[config.mk]
export PLATFORM = sky130hd
export DESIGN_NAME = lzcd_ctrl
export DESIGN_NICKNAME = d
export VERILOG_FILES = /design/src/design/lzcd_pkg.sv /design/src/design/lzcd_ctrl.sv
export SDC_FILE = /design/constraint.sdc
export NUM_CORES = 1
export LEC_CHECK = 0
export ABC_AREA = 1
export BUFFER_PORTS_ARGS = -buffer_cell sky130_fd_sc_hd__buf_2
export CAP_MARGIN = 15
export CORE_AREA = 4 4 41 43
export DETAILED_ROUTE_END_ITERATION = 8
export DIE_AREA = 0 0 45 47
export GPL_TIMING_DRIVEN = 0
export SLEW_MARGIN = 20
export SYNTH_ARGS = -nofsm -noshare
export SYNTH_HDL_FRONTEND = slang
export SYNTH_SLANG_ARGS = --single-unit
[constraint.sdc]
create_clock -name clk -period 2.8 [get_ports clk]
set_input_delay 0.56 -clock clk [delete_from_list [all_inputs] [get_ports clk]]
set_output_delay 0.56 -clock clk [all_outputs]
set_load 0.01 [all_outputs]
[src/design/lzcd_pkg.sv]
// ----------------------------------------------------------------------------
// lzcd_pkg
// Shared types and constants for the LZSS chunk decoder.
// ----------------------------------------------------------------------------
package lzcd_pkg;

  localparam int unsigned WIN_DEPTH = 4096;
  localparam int unsigned WIN_AW    = 12;
  localparam int unsigned LEN_W     = 5;

  typedef logic [7:0]        byte_t;
  typedef logic [WIN_AW-1:0] win_addr_t;
  typedef logic [LEN_W-1:0]  len_t;

  typedef struct packed {
    logic accept;
    logic ld_flags;
    logic adv_flag;
    logic ld_tok;
    logic emit_lit;
    logic emit_end;
    logic copy_start;
    logic rd_issue;
    logic copy_fire;
    logic clr_step;
  } cmd_t;

  typedef struct packed {
    logic start;
    logic flag_hit;
    logic flag_wrap;
    logic src_zero;
    logic rd_more;
    logic emit_last;
    logic q_valid;
    logic out_free;
    logic clr_last;
  } sts_t;

endpackage

[src/design/lzcd_ctrl.sv]
// ----------------------------------------------------------------------------
// lzcd_ctrl
// Controller: window clearing, stream parsing phases and the copy sequence.
// ----------------------------------------------------------------------------
module lzcd_ctrl (
  input  logic          clk,
  input  logic          rst_n,
  input  logic          in_valid,
  output logic          in_ready,
  input  lzcd_pkg::sts_t sts,
  output lzcd_pkg::cmd_t cmd
);

  localparam logic [1:0] ST_CLEAR = 2'd0;
  localparam logic [1:0] ST_IDLE  = 2'd1;
  localparam logic [1:0] ST_COPY  = 2'd2;

  localparam logic [1:0] PH_FLAG = 2'd0;
  localparam logic [1:0] PH_ITEM = 2'd1;
  localparam logic [1:0] PH_HIGH = 2'd2;
  localparam logic [1:0] PH_DONE = 2'd3;

  logic [1:0] state_r, state_nxt;
  logic [1:0] phase_r, phase_nxt;
  logic [1:0] phase_eff;

  assign phase_eff = sts.start ? PH_FLAG : phase_r;

  always_comb begin
    cmd       = '0;
    in_ready  = 1'b0;
    state_nxt = state_r;
    phase_nxt = phase_r;
    case (state_r)
      ST_CLEAR: begin
        cmd.clr_step = 1'b1;
        if (sts.clr_last) begin
          state_nxt = ST_IDLE;
        end
      end
      ST_IDLE: begin
        in_ready = sts.out_free;
        if (in_valid && sts.out_free) begin
          cmd.accept = 1'b1;
          case (phase_eff)
            PH_FLAG: begin
              cmd.ld_flags = 1'b1;
              phase_nxt    = PH_ITEM;
            end
            PH_ITEM: begin
              if (!sts.flag_hit) begin
                cmd.emit_lit = 1'b1;
                cmd.adv_flag = 1'b1;
                phase_nxt    = sts.flag_wrap ? PH_FLAG : PH_ITEM;
              end else begin
                cmd.ld_tok = 1'b1;
                phase_nxt  = PH_HIGH;
              end
            end
            PH_HIGH: begin
              if (sts.src_zero) begin
                cmd.emit_end = 1'b1;
                phase_nxt    = PH_DONE;
              end else begin
                cmd.copy_start = 1'b1;
                cmd.adv_flag   = 1'b1;
                phase_nxt      = sts.flag_wrap ? PH_FLAG : PH_ITEM;
                state_nxt      = ST_COPY;
              end
            end
            default: begin
              phase_nxt = PH_DONE;
            end
          endcase
        end
      end
      ST_COPY: begin
        cmd.copy_fire = sts.q_valid && sts.out_free;
        cmd.rd_issue  = sts.rd_more && (!sts.q_valid || cmd.copy_fire);
        if (cmd.copy_fire && sts.emit_last) begin
          state_nxt = ST_IDLE;
        end
      end
      default: begin
        state_nxt = ST_IDLE;
      end
    endcase
  end

  always_ff @(posedge clk) begin
    if (!rst_n) begin
      state_r <= ST_CLEAR;
      phase_r <= PH_FLAG;
    end else begin
      state_r <= state_nxt;
      phase_r <= phase_nxt;
    end
  end

`ifndef SYNTHESIS
  a_copy_enter: assert property (@(posedge clk) disable iff (!rst_n)
    cmd.copy_start |=> state_r == ST_COPY)
    else $error("copy start did not enter the copy state");
  a_no_accept_busy: assert property (@(posedge clk) disable iff (!rst_n)
    (state_r == ST_CLEAR || state_r == ST_COPY) |-> !in_ready)
    else $error("input ready while clearing or copying");
`endif

endmodule

==> Yosys cells after proc, flatten, opt, wreduce, memory -nomap -nowiden <==
Index checks and enable logic that the tools add are counted.
W data, S select, Z words.
{ "classes": {"mux": 24, "eq_ne": 9, "n_reduce_logical": 10} }
{ "ops": {"columns": ["cell", "n"], "rows": [
  ["$mux W2", 11],
  ["$mux W7", 2],
  ["$pmux W2 S3", 2],
  ["$mux W1", 8],
  ["$ne A2 B2 Y1 const B", 4],
  ["$reduce_and A5 Y1", 1],
  ["$eq A2 B1 Y1 const B", 2],
  ["$eq A2 B2 Y1 const B", 2],
  ["$logic_and A1 B1 Y1", 4],
  ["$logic_not A2 Y1", 2],
  ["$ne A2 B1 Y1 const B", 1],
  ["$pmux W1 S2", 1],
  ["$reduce_and A2 Y1", 1],
  ["$logic_not A1 Y1", 1],
  ["$logic_or A1 B1 Y1", 1]
]} }
{ "word_totals": {"regBits": 4, "out_inout_bits": 11, "inputBits": 12} }

==> Logic depth before layout (Yosys ltp) <==
Gate-level depths: netlist of run 1.
{ "depth": {"ltp_word": 5, "depth_mapped": 10, "ltp_nobuf": 10} }

==> Worst setup path after synthesis of run 1 <==
OpenSTA, ideal clock, no wires.
{ "synth_timing": {"path_type": "input to output", "start": "input port sts[8] (netlist name)", "end": "output port cmd[7] (netlist name)", "required_time_ns": 2.240, "slack_ns": 0.885, "path_stages": 8, "t_arrival_ns": 1.355, "path_cell_list": "inv_1 nand2_1 inv_1 ha_1 nand2_1 nor2_4 nor2_2 nor2_2"} }
{ "synth_lines": {"columns": ["element", "line", "rtl"], "rows": [
  ["start, declared", "lzcd_ctrl.sv:10", "input lzcd_pkg::sts_t sts,"],
  ["end, declared", "lzcd_ctrl.sv:11", "output lzcd_pkg::cmd_t cmd"]
]} }

==> out/results.ini, run 1 <==
[clocking]
cts_buffer_depth=2
cts_buffers=3
htree_levels=1
clock_latency_ns=0.23
cts_tree=built
postCtsSetupBuffers=0
cts-resized-gates=0
cts_hold_buf=0
clock-root-buffer=clkbuf_4
clk_pin_slew_worst_paths_ns=0.03
cts.sinks=4

[die]
fp.dieH_um=47
die_w_um=45
pin_count=23
coreArea_mm2=0.00130
initial_core_util_pct=32.6
dieArea_mm2=0.00212
rows=13

[synth]
synthDominantCellAreaShare_pct=18.9
synth-xor-area-share_pct=0
syn-cell-area_um2=424
synth_area_per_cell_um2=6.24
ys_seq_elements=4
yosysTopAreaCell=dfxtp_1
syn_nets=85
yosys_warnings=0
yosys.cell_types.count=14
yosysSeqAreaShare_pct=18.9
synth_top_family_by_area=simple AND/OR/NAND/NOR gates
synthMuxAreaShare_pct=0
synth_compound_gate_area_share_pct=5.90
syn_inst=68
synthSimpleGateAreaFrac_pct=49.0
synthTopCellsByArea=dfxtp_1 (19%), ha_1 (15%), nand2_1 (14%), nor2_4 (11%), inv_1 (9.7%)
synth_adder_area_share_pct=14.7

[global_route]
grt_pass1_vias=411
grt_max_degree=7
grt_first_pass_wirelength_mm=1.40
grt_overflow=0
antenna_found_initial=0
grt_util_all_layers_pct=8.93

[hold_path]
hold_class=register to register
min_path_cells=2
hold_start=phase_r[1]$_SDFFE_PN0P_
worst_hold_path.endpoint=phase_r[1]$_SDFFE_PN0P_

[timing]
max_slew_margin_pct=86.6
worst_pin_slew_ns=0.200
clock_skew_ns=0.00297
rsz0062_at_grt=false
final.setup.tns_ns=0
hold_viol=0
fmax_ghz=0.472
slew_violations=0
setup_violations=0
fin_crit_sh_pct=75.6
min_period_ns=2.12

[pwr]
p_per_area_mw_per_mm2=290
clockPowerShare_pct=41.1
power.leakage_nw=0.335
power.share.switching_pct=26.5
switching_power_w=0.0000444
power_frac_seq_pct=37.1
ir_worst_vdd_mv=0.321
power_frac_comb_pct=21.8
p_int_w=0.000123

[cells_and_area]
antenna_cells=0
nets=112
postLayoutCoreUtil_pct=44.2
seq_area_um2=80.1
num-fill-cells=152
multiInputGateArea_um2=295
drive_gt1_share_pct=38.7
area_growth_syn_to_layout_pct=35.7

[critical_path]
worstPathRequired_ns=2.24
start_kind=input pin
r2r_start=phase_r[0]$_SDFFE_PN0P_
r2r_cells=9
endpoint_kind=output pin
reg2reg_to=phase_r[0]$_SDFFE_PN0P_
crit_type=input pin to output pin
crit_arrival_ns=1.56
worstPathMaxFanout=4
r2r_slack_ns=1.53

[run_status]
outcome=complete, no violations

[placement]
io_buffers=22
hpwl_um=776
gp_congestion=0.764

[flow_run]
maxCapViolCount=0

[detailed_routing]
avgRoutedWirePerCell_um=8.30
viasPerCell=4.23
drtIter0Drc=4
drt_pre_antenna_iters=2
routed_wl_um=896
drc=0
drtAntennaViolNets=0
num_vias=457

## sequential cells by signal, summed over array words and instances (netlist names)
signal,cells
phase_r,2
state_r,2
## cells by family (layout without fill, tap and decap cells)
logic type               count (synthesis)  after routing
flip-flops                               4              4
buffers and inverters                   13             38
AO/OA/AOI/OAI                            5              5
AND/OR/NAND/NOR                         41             41
adder cells (fa/ha/maj)                  5              5
## worst max path at each step
stage | start | endpoint | slack [ns]
6_report | sts[8] | cmd[7] | 0.68
5_1_grt | sts[8] | cmd[7] | 0.55
4_1_cts | sts[8] | cmd[7] | 0.67
3_5_place_dp | sts[8] | cmd[7] | 0.68
3_3_place_gp | sts[8] | cmd[7] | 0.70
2_1_floorplan | sts[8] | cmd[7] | 0.88
## power by group through the flow
stage / clock network (W) / registers (W) / logic, W
final: 0.0000687 / 0.0000619 / 0.0000364
after global routing: 0.0000773 / 0.0000622 / 0.0000417
after CTS: 0.0000715 / 0.0000619 / 0.0000367
after detailed placement: 0 / 0.0000627 / 0.0000365
after global placement: 0 / 0.0000627 / 0.0000364
after floorplan: 0 / 0.0000623 / 0.0000221
## metrics by stage
stage / hold WS (ns) / cell area, um^2 / total power [W] / std cells / worst slack (ns)
after global routing: 0.601 / 576 / 0.000181 / 108 / 0.555
after detailed placement: 0.532 / 553 / 0.0000992 / 105 / 0.677
after CTS: 0.540 / 576 / 0.000170 / 108 / 0.674
after floorplan: 0.494 / 424 / 0.0000844 / 68 / 0.885
final: 0.530 / 576 / 0.000167 / 108 / 0.683
after global placement: 0.532 / 553 / 0.0000991 / 105 / 0.703
## routing by layer
metal / part of all wire [%] / vias up / track usage [%]
met5: 0 / - / 0
met4: 0 / 0 / 0
met3: 12 / 0 / 4.98
met2: 43 / 18 / 16.1
met1: 45 / 184 / 9.77
li1: - / 255 / -
## synthesized netlist by cell type
| library cell | count |
|---|---|
| a21oi_1 | 2 |
| nand2_1 | 16 |
| nor2_2 | 2 |
| nand2_4 | 1 |
| nor3_1 | 3 |
| inv_2 | 2 |
| dfxtp_1 | 4 |
| inv_1 | 11 |
| nand3_1 | 2 |
| nand2_2 | 2 |
| ha_1 | 5 |
| nor2_1 | 11 |
| nor2_4 | 4 |
| o21ai_0 | 3 |
## cell type report
type                       instances  area share, %
inverter                          13           8.48
clock buffer                       3           3.91
multi-input combinational         51           51.3
timing repair buffer              22           19.1
sequential                         4           13.9
tap                               15           3.26
## placed cells by master, fill, tap and decap left out
cell type,Yosys,routed
o21ai_0,3,3
nand3_1,2,2
buf_2,0,22
dfxtp_1,4,4
a21oi_1,2,2
nand2_2,2,2
nand2_1,16,16
inv_2,2,2
inv_1,11,11
nor2_1,11,11
clkbuf_4,0,3
nor2_2,2,2
nor3_1,3,3
nand2_4,1,1
ha_1,5,5
nor2_4,4,4
## critical path, stage by stage
cell,delay (ns)
buf_2,0.07
inv_1,0.04
nand2_1,0.12
inv_1,0.08
ha_1,0.21
nand2_1,0.14
nor2_4,0.06
nor2_2,0.12
nor2_2,0.04
buf_2,0.13
Note: power is estimated with default switching activity, not from simulation.
==> run 2, diff against run 1 <==
- clock period: 2.8 -> 1.9 ns (I/O delays scaled with it)
==> run 2 against run 1 <==
Core utilization increased by 0.19 points; final cell count unchanged; combinational power increased by 48%; sequential share of layout area decreased by 0.060 points; cell area increased by 0.43%; largest cell class unchanged.
==> out/results.ini, run 2 (synthesis gave the netlist of run 1 again) <==
[clocking]
clock-root-buffer=clkbuf_4
cts.sinks=4
postCtsSetupBuffers=0
cts_buffer_depth=2
clock_latency_ns=0.23
cts_hold_buf=0
clk_pin_slew_worst_paths_ns=0.04
htree_levels=1
cts_tree=built
cts_buffers=3

[critical_path]
crit_arrival_ns=1.36
worstPathMaxFanout=4
r2r_cells=7
endpoint_kind=output pin
start_kind=register
worstPathRequired_ns=1.52
crit_type=register to output pin

[cells_and_area]
postLayoutCoreUtil_pct=44.4
antenna_cells=0
final_cell_mix=buf_2 (22), nand2_1 (15), nor2_1 (11)
drive_gt1_share_pct=40.9
layout_commonest_cell=buf_2
top_regs=phase_r: 2 flops, state_r: 2 flops
final_area_um2=578
nets=112
area_growth_syn_to_layout_pct=36.3

[die]
rows=13
dieArea_mm2=0.00212
pin_count=23
die_w_um=45
coreArea_mm2=0.00130
fp.dieH_um=47
initial_core_util_pct=32.6

[placement]
placement.cell_area_um2=553
gp_congestion=0.764
place_ws_ns=0.137
hpwl_um=776
io_buffers=22

[run_status]
outcome=complete, no violations

[pwr]
ir_worst_vdd_mv=0.474
p_per_area_mw_per_mm2=427
power.leakage_nw=0.334

[detailed_routing]
drc=0
drtAntennaViolNets=0
num_vias=455
drt_pre_antenna_iters=4
routed_wl_um=894
avgRoutedWirePerCell_um=8.28
viasPerCell=4.21
drtIter0Drc=7

[global_route]
grt_first_pass_wirelength_mm=1.40
grt_util_all_layers_pct=8.93
grt_overflow=0
grt_max_degree=7
antenna_found_initial=0
grt_pass1_vias=411

[timing]
max_slew_margin_pct=86.8
min_period_ns=1.74
worst_pin_slew_ns=0.198
slew_violations=0
rsz0062_at_grt=false
setup_slack_ns=0.157
fin_crit_sh_pct=91.7
setup_violations=0
hold_viol=0
fmax_ghz=0.574
clock_skew_ns=0.00298
final.setup.tns_ns=0

[hold_path]
min_path_cells=3
hold_class=input pin to register

[flow_run]
maxCapViolCount=0

==> run 2: cell counts in the layout (fill, tap and decap cells not counted) <==
Identical to the previous run, type by type.
==> run 2: metrics by stage <==
| step | total power [W] | hold WS [ns] | std cells |
|---|---|---|---|
| after floorplan | 0.000124 | 0.494 | 68 |
| after global placement | 0.000146 | 0.532 | 105 |
| after detailed placement | 0.000146 | 0.532 | 105 |
| after CTS | 0.000251 | 0.407 | 108 |
| after global routing | 0.000268 | 0.444 | 108 |
| final | 0.000247 | 0.413 | 108 |
==> run 2: cell type report <==
type / instances / area [um^2]
Clock buffer: 3 / 22.5
Fill cell: 151 / 723
Multi-Input combinational cell: 51 / 298
Timing Repair Buffer: 22 / 110
Tap cell: 15 / 18.8
Sequential cell: 4 / 80.1
Inverter: 13 / 48.8
==> run 2: path summary, 6_finish.rpt <==
| kind | slack, ns | from | to |
|---|---|---|---|
| hold reg to reg | 0.53 | phase_r[1]$_SDFFE_PN0P_ | phase_r[1]$_SDFFE_PN0P_ |
| hold / removal | 0.41 | rst_n | state_r[1]$_SDFFE_PN0P_ |
| setup reg to reg | 0.65 | phase_r[1]$_SDFFE_PN0P_ | phase_r[1]$_SDFFE_PN0P_ |
| setup / recovery | 0.16 | phase_r[0]$_SDFFE_PN0P_ | cmd[7] |
==> run 2: where the power goes <==
group	switching (W)	internal (W)
Clock	0.0000310	0.0000704
Sequential	0.00000340	0.0000880
Combinational	0.0000314	0.0000227
Total	0.0000657	0.000181
==> run 2: layer usage <==
layer  track usage [%]  share of wire (%)
met5                 0                  0
met4                 0                  0
met3              4.98                 12
met2              16.1                 42
met1              9.77                 46
==> run 2: repair_timing <==
| action | in CTS | in global routing |
|---|---|---|
| endpoints found under the hold margin | 0 | 0 |
| resized for setup | 0 | 2 |
| setup endpoints to repair | 0 | 1 |
==> run 2: worst max-delay path, cell delays in order, from the launching register on <==
cell and delay [ns]:
dfxtp_1 0.31, nand2_2 0.11, inv_2 0.05, ha_1 0.20
nand2_1 0.13, nor2_4 0.06, nor2_2 0.12, nor2_2 0.04
buf_2 0.13
